==> config.mk <==
export PLATFORM = sky130hd
export DESIGN_NAME = kway_merge_dedup_unit
export DESIGN_NICKNAME = d
export VERILOG_FILES = /design/src/hw/rtl/kmd_pkg.sv /design/src/hw/rtl/kway_merge_dedup_unit.sv /design/src/hw/rtl/kmd_ram.sv /design/src/hw/rtl/kmd_apb_regs.sv /design/src/hw/rtl/kmd_min_scan.sv
export VERILOG_INCLUDE_DIRS = /design/src /design/src/hw/rtl
export SDC_FILE = /design/constraint.sdc
export NUM_CORES = 1
export LEC_CHECK = 0
export ABC_AREA = 1
export BUFFER_PORTS_ARGS = -buffer_cell sky130_fd_sc_hd__buf_4
export CAP_MARGIN = 20
export CORE_MARGIN = 2
export CORE_UTILIZATION = 65
export CTS_CLUSTER_DIAMETER = 200
export DETAILED_ROUTE_END_ITERATION = 7
export GPL_TIMING_DRIVEN = 0
export PLACE_DENSITY = 0.84
export SLEW_MARGIN = 20
export SYNTH_ARGS = -nofsm -noshare
export SYNTH_HDL_FRONTEND = slang
export SYNTH_SLANG_ARGS = --single-unit
==> constraint.sdc <==
create_clock -name clk -period 17 [get_ports clk]
set_input_delay 3.4 -clock clk [delete_from_list [all_inputs] [get_ports clk]]
set_output_delay 3.4 -clock clk [all_outputs]
set_load 0.01 [all_outputs]
==> src/hw/rtl/kway_merge_dedup_unit_defines.svh <==
// Assertion macros shared by the merge unit RTL.
`ifndef KWAY_MERGE_DEDUP_UNIT_DEFINES_SVH
`define KWAY_MERGE_DEDUP_UNIT_DEFINES_SVH

// Same-cycle implication, sampled on clk, off during rst.
`define KMD_ASSERT_IMP(label, ante, cons, msg) \
  label: assert property (@(posedge clk) disable iff (rst) (ante) |-> (cons)) else $error(msg);

// Next-cycle implication, sampled on clk, off during rst.
`define KMD_ASSERT_NXT(label, ante, cons, msg) \
  label: assert property (@(posedge clk) disable iff (rst) (ante) |=> (cons)) else $error(msg);

`endif

==> src/hw/rtl/kmd_pkg.sv <==
// Package: beat types, opcodes and constants of the merge unit.
`timescale 1ns / 1ps
package kmd_pkg;

  localparam int STREAMS_DEF = 8;

  localparam logic [1:0] OP_WORD  = 2'd0;
  localparam logic [1:0] OP_END   = 2'd1;
  localparam logic [1:0] OP_START = 2'd2;
  localparam logic [1:0] OP_RSVD  = 2'd3;

  localparam int          APB_ADDR_W       = 3;
  localparam int          APB_DATA_W       = 32;
  localparam logic        REG_STREAM_COUNT = 1'b0;
  localparam logic [3:0]  STREAM_COUNT_RST = 4'd8;

  typedef struct packed {
    logic [1:0]  opcode;
    logic [2:0]  stream_index;
    logic [63:0] word_value;
  } item_t;

  typedef struct packed {
    logic        emit_valid;
    logic [63:0] merged_word;
    logic [2:0]  request_stream;
    logic        merge_done;
    logic        protocol_error;
  } result_t;

endpackage

==> src/hw/rtl/kway_merge_dedup_unit.sv <==
// Top level of the k-way merge unit with duplicate removal.
`timescale 1ns / 1ps
`include "kway_merge_dedup_unit_defines.svh"
// Merges up to STREAMS ascending runs of 64-bit words into one strictly
// ascending stream, dropping duplicates. A start beat latches stream_count
// (0 reads as 1, values above STREAMS read as STREAMS) and the unit then asks
// for the first word or end mark of runs 0 .. count-1 in order. After that
// each item refills the run named in the last result's request_stream; the
// unit picks the lowest-index live run holding the minimum head, emits it if
// it is the first word or above the last one emitted, and asks for that run.
// Every accepted item yields exactly one result beat. Items with opcode 3,
// for a run other than the requested one, or sent while idle/finished are
// dropped with protocol_error set. Timing: one item at a time. Start, error
// and load-phase items go straight to the output hand-off. Items that
// trigger a selection wait for the minimum scan, which reads the head RAM
// one entry per cycle, skipping ended runs, before the hand-off. A
// finished result sits in the output register, so the next item can enter
// while it waits. The head RAM needs no clearing after reset; only entries
// loaded in the current merge are used.
module kway_merge_dedup_unit #(
  parameter int STREAMS = kmd_pkg::STREAMS_DEF
) (
  input  logic                           clk,
  input  logic                           rst,
  // item channel
  input  logic                           item_valid,
  output logic                           item_stall,
  input  kmd_pkg::item_t                 item,
  // result channel
  output logic                           result_valid,
  input  logic                           result_stall,
  output kmd_pkg::result_t               result,
  // configuration
  input  logic                           psel,
  input  logic                           penable,
  input  logic                           pwrite,
  input  logic [kmd_pkg::APB_ADDR_W-1:0] paddr,
  input  logic [kmd_pkg::APB_DATA_W-1:0] pwdata,
  output logic [kmd_pkg::APB_DATA_W-1:0] prdata,
  output logic                           pready
);

  localparam int RUN_W = $clog2(STREAMS);
  localparam int CNT_W = $clog2(STREAMS + 1);
  localparam int CW    = (CNT_W > 4) ? CNT_W : 4;  // clamp compare width
  localparam int IW    = (RUN_W > 3) ? RUN_W : 3;  // run index compare width

  typedef enum logic [1:0] {S_IDLE, S_SCAN, S_PUT} state_t;

  state_t            state;
  logic [STREAMS-1:0] run_ended;
  logic [63:0]       last_emitted;
  logic              any_emitted;
  logic [CNT_W-1:0]  load_count;
  logic [CNT_W-1:0]  load_count_next;
  logic [RUN_W-1:0]  wanted_run;
  logic              finished;
  logic [CNT_W-1:0]  active_count;
  kmd_pkg::result_t  res;          // result staged for the output register
  logic              scan_start;

  logic [3:0]        stream_count;
  logic [CNT_W-1:0]  count_clamped;
  logic [CW-1:0]     count_ext;

  logic              accept;
  logic              is_start;
  logic              bad_item;
  logic              ram_we;

  logic              ram_rd_en;
  logic [RUN_W-1:0]  ram_rd_addr;
  logic [63:0]       ram_rd_data;
  logic              scan_done;
  logic              scan_found;
  logic [RUN_W-1:0]  scan_best_idx;
  logic [63:0]       scan_best_word;
  logic [CNT_W-1:0]  best_idx_cnt;
  logic              emit_new;

  // ---------------------------------------------------------------------------
  // Configuration
  // ---------------------------------------------------------------------------
  kmd_apb_regs u_regs (
    .clk          (clk),
    .rst          (rst),
    .psel         (psel),
    .penable      (penable),
    .pwrite       (pwrite),
    .paddr        (paddr),
    .pwdata       (pwdata),
    .prdata       (prdata),
    .pready       (pready),
    .stream_count (stream_count)
  );

  // Clamp stream_count into 1 .. STREAMS; latched only on a start beat.
  assign count_ext = CW'(stream_count);
  always_comb begin
    if (stream_count == 4'd0) begin
      count_clamped = CNT_W'(1);
    end else if (count_ext > CW'(STREAMS)) begin
      count_clamped = CNT_W'(STREAMS);
    end else begin
      count_clamped = CNT_W'(stream_count);
    end
  end

  // ---------------------------------------------------------------------------
  // Item decode
  // ---------------------------------------------------------------------------
  assign item_stall      = (state != S_IDLE);
  assign accept          = item_valid && !item_stall;
  assign is_start        = (item.opcode == kmd_pkg::OP_START);
  assign bad_item        = (item.opcode == kmd_pkg::OP_RSVD) || finished ||
                           (IW'(item.stream_index) != IW'(wanted_run));
  assign load_count_next = CNT_W'(load_count + 1'b1);

  // Head words live in RAM; a valid word beat writes the requested entry.
  assign ram_we = accept && !is_start && !bad_item &&
                  (item.opcode == kmd_pkg::OP_WORD);

  kmd_ram #(
    .WIDTH (64),
    .DEPTH (STREAMS)
  ) u_heads (
    .clk   (clk),
    .we    (ram_we),
    .waddr (wanted_run),
    .wdata (item.word_value),
    .re    (ram_rd_en),
    .raddr (ram_rd_addr),
    .rdata (ram_rd_data)
  );

  kmd_min_scan #(
    .STREAMS (STREAMS)
  ) u_scan (
    .clk         (clk),
    .rst         (rst),
    .start       (scan_start),
    .count       (active_count),
    .ended       (run_ended),
    .ram_rd_en   (ram_rd_en),
    .ram_rd_addr (ram_rd_addr),
    .ram_rd_data (ram_rd_data),
    .done        (scan_done),
    .found       (scan_found),
    .best_idx    (scan_best_idx),
    .best_word   (scan_best_word)
  );

  assign best_idx_cnt = CNT_W'(scan_best_idx);
  assign emit_new     = !any_emitted || (scan_best_word > last_emitted);

  // ---------------------------------------------------------------------------
  // Sequencer and output register
  // ---------------------------------------------------------------------------
  always_ff @(posedge clk) begin
    if (rst) begin
      state        <= S_IDLE;
      run_ended    <= '0;
      last_emitted <= '0;
      any_emitted  <= 1'b0;
      load_count   <= '0;
      wanted_run   <= '0;
      finished     <= 1'b1;
      scan_start   <= 1'b0;
      result_valid <= 1'b0;
    end else begin
      scan_start <= 1'b0;
      // S_PUT refills the output register itself when the beat leaves
      if (result_valid && !result_stall && (state != S_PUT)) begin
        result_valid <= 1'b0;
      end
      case (state)
        S_IDLE: begin
          if (accept) begin
            if (is_start) begin
              run_ended    <= '0;
              last_emitted <= '0;
              any_emitted  <= 1'b0;
              load_count   <= '0;
              wanted_run   <= '0;
              finished     <= 1'b0;
              active_count <= count_clamped;
              res          <= '{emit_valid: 1'b0, merged_word: '0, request_stream: 3'd0,
                                merge_done: 1'b0, protocol_error: 1'b0};
              state        <= S_PUT;
            end else if (bad_item) begin
              // dropped: repeat the current request and done status
              res   <= '{emit_valid: 1'b0, merged_word: '0,
                         request_stream: finished ? 3'd0 : 3'(wanted_run),
                         merge_done: finished, protocol_error: 1'b1};
              state <= S_PUT;
            end else begin
              run_ended[wanted_run] <= (item.opcode == kmd_pkg::OP_END);
              if (load_count < active_count) begin
                load_count <= load_count_next;
              end
              if ((load_count < active_count) && (load_count_next < active_count)) begin
                // still loading heads in run order
                wanted_run <= RUN_W'(load_count_next);
                res        <= '{emit_valid: 1'b0, merged_word: '0,
                                request_stream: 3'(load_count_next),
                                merge_done: 1'b0, protocol_error: 1'b0};
                state      <= S_PUT;
              end else begin
                scan_start <= 1'b1;
                state      <= S_SCAN;
              end
            end
          end
        end
        S_SCAN: begin
          if (scan_done) begin
            if (!scan_found) begin
              finished   <= 1'b1;
              wanted_run <= '0;
              res        <= '{emit_valid: 1'b0, merged_word: '0, request_stream: 3'd0,
                              merge_done: 1'b1, protocol_error: 1'b0};
            end else begin
              if (emit_new) begin
                last_emitted <= scan_best_word;
                any_emitted  <= 1'b1;
              end
              wanted_run <= scan_best_idx;
              res        <= '{emit_valid: emit_new,
                              merged_word: emit_new ? scan_best_word : 64'd0,
                              request_stream: 3'(scan_best_idx),
                              merge_done: 1'b0, protocol_error: 1'b0};
            end
            state <= S_PUT;
          end
        end
        S_PUT: begin
          // hand the result over once the output register is free
          if (!result_valid || !result_stall) begin
            result       <= res;
            result_valid <= 1'b1;
            state        <= S_IDLE;
          end
        end
        default: begin
          state <= S_IDLE;
        end
      endcase
    end
  end

  `KMD_ASSERT_IMP(a_scan_done_in_scan, scan_done, state == S_SCAN,
                  "scan done outside scan")
  `KMD_ASSERT_IMP(a_best_in_range, scan_done && scan_found,
                  best_idx_cnt < active_count, "best run out of range")
  `KMD_ASSERT_IMP(a_done_is_quiet, result_valid && result.merge_done,
                  !result.emit_valid && result.request_stream == 3'd0,
                  "done beat carries a word or request")
  `KMD_ASSERT_IMP(a_no_write_in_scan, state == S_SCAN, !ram_we,
                  "head written during scan")

endmodule

==> src/hw/rtl/kmd_ram.sv <==
// Generic single-write, single-read RAM with registered read data.
`timescale 1ns / 1ps
module kmd_ram #(
  parameter int WIDTH = 64,
  parameter int DEPTH = kmd_pkg::STREAMS_DEF
) (
  input  logic                     clk,
  input  logic                     we,
  input  logic [$clog2(DEPTH)-1:0] waddr,
  input  logic [WIDTH-1:0]         wdata,
  input  logic                     re,
  input  logic [$clog2(DEPTH)-1:0] raddr,
  output logic [WIDTH-1:0]         rdata
);

  logic [WIDTH-1:0] mem [DEPTH];

  always_ff @(posedge clk) begin
    if (we) begin
      mem[waddr] <= wdata;
    end
    if (re) begin
      rdata <= mem[raddr];
    end
  end

endmodule

==> src/hw/rtl/kmd_apb_regs.sv <==
// APB register block: holds the stream_count register.
`timescale 1ns / 1ps
module kmd_apb_regs (
  input  logic                              clk,
  input  logic                              rst,
  input  logic                              psel,
  input  logic                              penable,
  input  logic                              pwrite,
  input  logic [kmd_pkg::APB_ADDR_W-1:0]    paddr,
  input  logic [kmd_pkg::APB_DATA_W-1:0]    pwdata,
  output logic [kmd_pkg::APB_DATA_W-1:0]    prdata,
  output logic                              pready,
  output logic [3:0]                        stream_count
);

  logic reg_hit;

  // Word-aligned decode; the top address bit selects past the register list.
  assign reg_hit = (paddr[kmd_pkg::APB_ADDR_W-1] == kmd_pkg::REG_STREAM_COUNT);
  assign pready  = 1'b1;

  always_ff @(posedge clk) begin
    if (rst) begin
      stream_count <= kmd_pkg::STREAM_COUNT_RST;
    end else if (psel && penable && pwrite && pready && reg_hit) begin
      stream_count <= pwdata[3:0];
    end
  end

  assign prdata = reg_hit ? {{(kmd_pkg::APB_DATA_W-4){1'b0}}, stream_count}
                          : '0;

endmodule

==> src/hw/rtl/kmd_min_scan.sv <==
// Minimum search: walks the head RAM one entry a cycle, skipping ended runs.
`timescale 1ns / 1ps
`include "kway_merge_dedup_unit_defines.svh"
module kmd_min_scan #(
  parameter int STREAMS = kmd_pkg::STREAMS_DEF,
  localparam int RUN_W = $clog2(STREAMS),
  localparam int CNT_W = $clog2(STREAMS + 1)
) (
  input  logic               clk,
  input  logic               rst,
  input  logic               start,
  input  logic [CNT_W-1:0]   count,
  input  logic [STREAMS-1:0] ended,
  output logic               ram_rd_en,
  output logic [RUN_W-1:0]   ram_rd_addr,
  input  logic [63:0]        ram_rd_data,
  output logic               done,
  output logic               found,
  output logic [RUN_W-1:0]   best_idx,
  output logic [63:0]        best_word
);

  logic             busy;
  logic             pend;
  logic [CNT_W-1:0] issue_idx;
  logic [RUN_W-1:0] pend_idx;
  logic             take;

  assign ram_rd_en   = busy && (issue_idx < count);
  assign ram_rd_addr = RUN_W'(issue_idx);

  // strict less-than keeps the lowest index on a tie
  assign take = pend && !ended[pend_idx] && (!found || (ram_rd_data < best_word));

  always_ff @(posedge clk) begin
    if (rst) begin
      busy  <= 1'b0;
      pend  <= 1'b0;
      done  <= 1'b0;
      found <= 1'b0;
    end else begin
      done <= 1'b0;
      if (start) begin
        busy      <= 1'b1;
        pend      <= 1'b0;
        found     <= 1'b0;
        issue_idx <= '0;
      end else if (busy) begin
        pend <= ram_rd_en;
        if (ram_rd_en) begin
          pend_idx  <= RUN_W'(issue_idx);
          issue_idx <= CNT_W'(issue_idx + 1'b1);
        end
        if (take) begin
          found     <= 1'b1;
          best_idx  <= pend_idx;
          best_word <= ram_rd_data;
        end
        if (!pend && !ram_rd_en) begin
          busy <= 1'b0;
          done <= 1'b1;
        end
      end
    end
  end

  `KMD_ASSERT_NXT(a_read_lands, ram_rd_en, pend, "read data not tracked")
  `KMD_ASSERT_IMP(a_done_idle, done, !busy && !pend, "scan done while still busy")

endmodule

* Yosys cells after proc, flatten, opt, wreduce, memory -nomap -nowiden *
Memories as Yosys holds them, arrays and structs flattened. A register that Yosys moved wholly into a read port is not among the register bits.
Cells that the tools add are included.

word-level totals
  register bits after elaboration = 311
  RAM bits = 512
  input bits = 111
  output and inout port bits = 105
  memories = 1

memories
  name         depth  bits a word  rd ports  clocked after Yosys merged registers in  wr ports  RTL line       text
  u_heads.mem  8      64           1         1                                        1         kmd_ram.sv:16  logic [WIDTH-1:0] mem [DEPTH];

cells by class
  $add $sub $neg = 2
  order comparisons = 9
  eq/ne operators = 18
  multiplexer cells = 62
  bitwise logic cells = 6
  reduce and logical (&&, ||, !) cells = 55

operators with widths
  operator                                                                       number
  70-bit 2-to-1 mux                                                              6
  64-bit 2-to-1 mux                                                              6
  70-bit case mux with 2 select lines                                            1
  64-bit case mux with 2 select lines                                            1
  64-bit greater-than comparator                                                 1
  64-bit less-than comparator                                                    1
  4-bit 2-to-1 mux                                                               7
  3-bit 2-to-1 mux                                                               7
  1-bit 2-to-1 mux                                                               19
  8-bit 2-to-1 mux                                                               2
  4-bit AND reduction                                                            4
  1-bit logical AND                                                              15
  5-bit AND reduction                                                            3
  2-bit != test (second input constant)                                          7
  4-bit less-than comparator                                                     3
  2-bit 2-to-1 mux                                                               6
  3-bit AND reduction                                                            4
  1-bit zero test                                                                10
  2-bit nonzero test                                                             5
  4-bit by 1-bit adder with 4-bit output (second input constant)                 2
  8-bit bitwise mux                                                              1
  3-bit by 4-bit less-than comparator with 1-bit output (second input constant)  2
  2-bit equality test (second input constant)                                    3
  3-bit != test (second input constant)                                          2
  other kinds (20)                                                               34

* Depth between registers and ports, before layout *
  word-level depth = 8
  mapped depth = 22

* By module *
Synthesis repeated with hierarchy kept, for this count alone.

second synthesis, totals
  cell total of the unflattened synthesis = 3941
  area, all modules = 39671.8 µm²

by module, submodules not included
  module                 instances  cells an instance  area an instance (µm²)  sequential area each (µm²)
  kmd_ram                1          2294               24298.3                 17296.6
  kway_merge_dedup_unit  1          1183               10670.2                 6025.8
  kmd_min_scan           1          395                4244.1                  2302.2
  kmd_apb_regs           1          69                 459.2                   80.1

* Worst setup path before layout *
Ideal clock, no wire load.

  path type = input-to-reg
  start point = in item[67] in the netlist's numbering
  end point = mem u_heads.mem[0][0] (enable)
  arrival = 7.891 ns
  data required time = 16.478 ns
  path slack = 8.587 ns
  stages = 9
  path buffers = 1
  cell sequence = nand2_1 o21ai_1 a221oi_2 nand2_1 nor2_2 nand2_1 or3_1 buf_2 nor4_2

between the ends
  word-level cells in the longest chain between the ends = 8
  elaborated cells on any way between the ends = 12

RTL lines
  what                                        RTL line                      text
  start: declaration                          kway_merge_dedup_unit.sv:28   input kmd_pkg::item_t item,
  2-bit equality test                         kway_merge_dedup_unit.sv:115  assign bad_item = (item.opcode == kmd_pkg::OP_RSVD) || finished ||
  1-bit logical OR (2 in series)              kway_merge_dedup_unit.sv:115
  1-bit zero test                             kway_merge_dedup_unit.sv:120  assign ram_we = accept && !is_start && !bad_item &&
  1-bit logical AND                           kway_merge_dedup_unit.sv:120
  1-bit logical AND (*)                       kway_merge_dedup_unit.sv:120
  1-bit 2-to-1 mux (*)                        kmd_ram.sv:19                 if (we) begin
  1-bit 2-to-1 mux (not written as such) (*)  kmd_ram.sv:20                 mem[waddr] <= wdata;
  end: declaration                            kmd_ram.sv:16

Mark *: on every way between the ends. The rest lies on a longest branch, timed or not.

* Worst setup path after layout *
  start point = in paddr[2] in the netlist's numbering
  end point = out prdata[1] in the netlist's numbering

between the ends
  word-level cells in the longest chain between the ends = 1

RTL lines
  what                RTL line                     text
  start: declaration  kway_merge_dedup_unit.sv:37  input logic [kmd_pkg::APB_ADDR_W-1:0] paddr,
  4-bit 2-to-1 mux    kmd_apb_regs.sv:30           assign prdata = reg_hit ? {{(kmd_pkg::APB_DATA_W-4){1'b0}}, stream_count}
  end: declaration    kway_merge_dedup_unit.sv:39  output logic [kmd_pkg::APB_DATA_W-1:0] prdata,

Every way passes these cells.

==> flow_summary.yaml <==
power_and_ir_drop:
  irDropWorstVdd_mv: 0.0974
  power.density_mw_per_mm2: 108
  power.leakage_nw: 15.2
timing:
  holdWs_ns: 0.414
  rsz0062_at_grt: "no"
  slew_violations: 0
  clock_skew_ns: 0.0273
  fmax_mhz: 140
  tns_ns: 0
  finalCriticalPeriod_ns: 7.16
  slew_headroom_pct: 38.2
  hold_viol: 0
  setup_violations: 0
  tightestPinTransition_ns: 0.919
  period_share_pct: 42.1
die:
  rows: 87
  die_y_microns: 242
  ioPinCount: 216
  dieArea_sq_mm: 0.0585
  core_sq_mm: 0.0562
  start_util_pct: 65.5
  die_width_microns: 242
clock_network:
  path_clk_slew_ns: 0.06
  cts_resized: 0
  htree_levels: 3
  clock_path_buffers: 3
  hold_buffers: 0
  post_cts_buffers: 0
  cts_root_buf: "clkbuf_16"
  cts_made_buffers: 84
  cts_tree: "yes"
  cts_sinks: 887
  clkLatencyLatePin_ns: 0.63
critical_path:
  cp.arrival_ns: 3.76
  worstSetupStartpoint: "paddr[2]"
  r2r_slack_ns: 13.27
  path_max_fanout: 5
  end_kind: "output pin"
  crit_chain: "buf_4 -> nor2_1 -> buf_4"
  cp.required_ns: 13.60
  crit_type: "in2out"
  crit_top_cell: "buf_4"
  critPathCapture: "prdata[1]"
  timing.critical_path.buf_inv: 2
  cp-start-kind: "input port"
  timing.rr.start: "wanted_run[1]"
  r2r-end: "u_heads.mem[6][42]"
  cp_slowest_stage_delay_ns: 0.13
  r2r.worst_path.cells: 13
  crit_cells: 3
  critPathTopFamily: "buffers and inverters"
  slowest_stage: "buf_4"
grt:
  groute.usage.overall_pct: 30.3
  grt_pass1_vias: 25058
  use_met2_pct: 50.8
  grt.busiest_layer: "met2"
  overflow: 0
  met3_usage_pct: 5.97
  antenna_found_initial: 9
  grt_pass1_wl_microns: 137000
  gr-usage-met1_pct: 38.8
  grt_max_degree: 32
cells_and_area:
  drive_gt1_share_pct: 16.3
  final_cell_mix: "edfxtp_1 (794), nor2_1 (634), o21ai_0 (298)"
  seq_area_sq_mm: 0.0257
  mostFrequentLayoutCell: "edfxtp_1"
  area_delta_synth_final_pct: 16.1
  multi_input_area_sq_mm: 0.00957
  num-fill-cells: 3260
  fin_util_pct: 76.0
  instances_no_fill: 4162
  nets: 3581
run:
  drv_cap: 0
drt:
  drt_pass1_iterations: 6
  first_iter_violations: 3329
  antenna_left: 0
  wirelength_microns: 89200
  wl_per_cell_microns: 21.4
  detail_route.vias_per_cell: 6.06
  detail_route.drc_violations: 0
  num_vias: 25233
placed_design:
  hpwl_microns: 61500
  port_buffers: 156
  dpl.cell_count: 4002
  gp_congestion: 0.898
run_status:
  outcome: "finished, final reports clean"
logic_synthesis:
  netlist_area_sq_mm: 0.0368
  async_flop_share_pct: 0
  yosys.cell_types.count: 48
  synth-edff-count: 794
  yosys_warnings: 0
  avgSynthCellArea_sq_um: 12.3
  syn_inst: 3001
  synth-seq-cells: 887
  synth-main-ff-cell: "edfxtp_1"
  ys_seq_area_share_pct: 69.9
min_path:
  hold_class: "reg2reg"
-- per-stage QoR --
step	setup WS [ns]	area (sq um)	power, mW
after floorplan	8.59	36900	2.62
after global placement	5.55	39000	2.70
after detailed placement	9.84	39800	2.72
after CTS	9.84	42700	4.63
after global routing	9.80	42700	4.74
final	9.84	42700	4.62
-- Yosys cell counts (all sizes together), types with 2 or more instances --
| cell | number | area share, % |
|---|---|---|
| a31oi | 67 | 1.1 |
| o21ai | 305 | 4.1 |
| ha | 138 | 4.7 |
| conb | 2 | 0.020 |
| o211ai | 4 | 0.082 |
| o32ai | 2 | 0.048 |
| o21a | 5 | 0.10 |
| buf | 87 | 1.7 |
| nand4 | 11 | 0.19 |
| nand3 | 86 | 1.2 |
| nor4 | 13 | 0.37 |
| inv | 197 | 2.0 |
| a21oi | 154 | 2.6 |
| nor3 | 16 | 0.22 |
| dfxtp | 93 | 5.1 |
| nand2 | 203 | 2.4 |
| clkbuf | 95 | 0.97 |
| edfxtp | 794 | 65 |
| a21o | 2 | 0.041 |
| o22ai | 69 | 1.2 |
| xnor2 | 3 | 0.071 |
| nor2 | 643 | 6.6 |
-- state kept, by name, summed over array words and instances, names as in the netlist --
signal / count
u_scan.best_word: 64
wanted_run: 3
u_scan.busy: 1
run_ended: 8
res: 70
u_scan.issue_idx: 4
u_regs.stream_count: 4
u_scan.pend_idx: 3
u_scan.pend: 1
u_scan.done: 1
load_count: 4
result: 70
state: 2
u_scan.best_idx: 3
result_valid: 1
scan_start: 1
any_emitted: 1
u_heads.mem: 512
finished: 1
u_heads.rdata: 64
active_count: 4
last_emitted: 64
u_scan.found: 1
-- report_power, final --
group          internal, mW  total [mW]  switching, mW
Combinational        0.0867       0.249          0.163
Sequential             2.41        2.43         0.0153
Clock                  1.14        1.94          0.800
Total                  3.64        4.62          0.977
-- cell type report --
class / instances / area share [%]
antenna: 4 / 0.0234
clock inverter: 55 / 1.42
timing repair buffer: 218 / 4.48
inverter: 197 / 1.73
clock buffer: 101 / 5.27
tap: 756 / 2.21
sequential: 887 / 60.2
buffer: 182 / 2.27
multi-input combinational: 1762 / 22.4
-- per-layer routing --
layer	routed length, microns	share of wire [%]	vias to the layer above
met2	43900	49	1733
li1	-	-	11245
met4	3250	3.6	10
met1	32500	36	11928
met5	76	0.085	-
met3	9420	11	317
-- how the worst min path moves through the flow --
stage / end / slack (ns) / cells after the start / start
4_1_cts: result[9] / 0.42 / 0 / res[9]
6_report: result[9] / 0.41 / 0 / res[9]
2_1_floorplan: result[0] / 0.40 / 0 / res[0]
3_3_place_gp: result[45] / 0.40 / 0 / res[45]
5_1_grt: result[48] / 0.42 / 0 / res[48]
3_5_place_dp: result[12] / 0.40 / 0 / res[12]
-- kinds of logic (layout without fill, tap and decap cells) --
| family | after synthesis | in the layout | share of synthesized area, % |
|---|---|---|---|
| buffers and inverters | 379 | 753 | 4.65 |
| AND/OR/NAND/NOR | 977 | 977 | 11.1 |
| AO/OA/AOI/OAI | 614 | 614 | 9.56 |
| flip-flops | 887 | 887 | 69.9 |
| other | 2 | 33 | 0.0204 |
| XOR/XNOR | 4 | 4 | 0.0953 |
| adder cells (fa/ha/maj) | 138 | 138 | 4.69 |
Note: power is estimated with default switching activity, not from simulation.
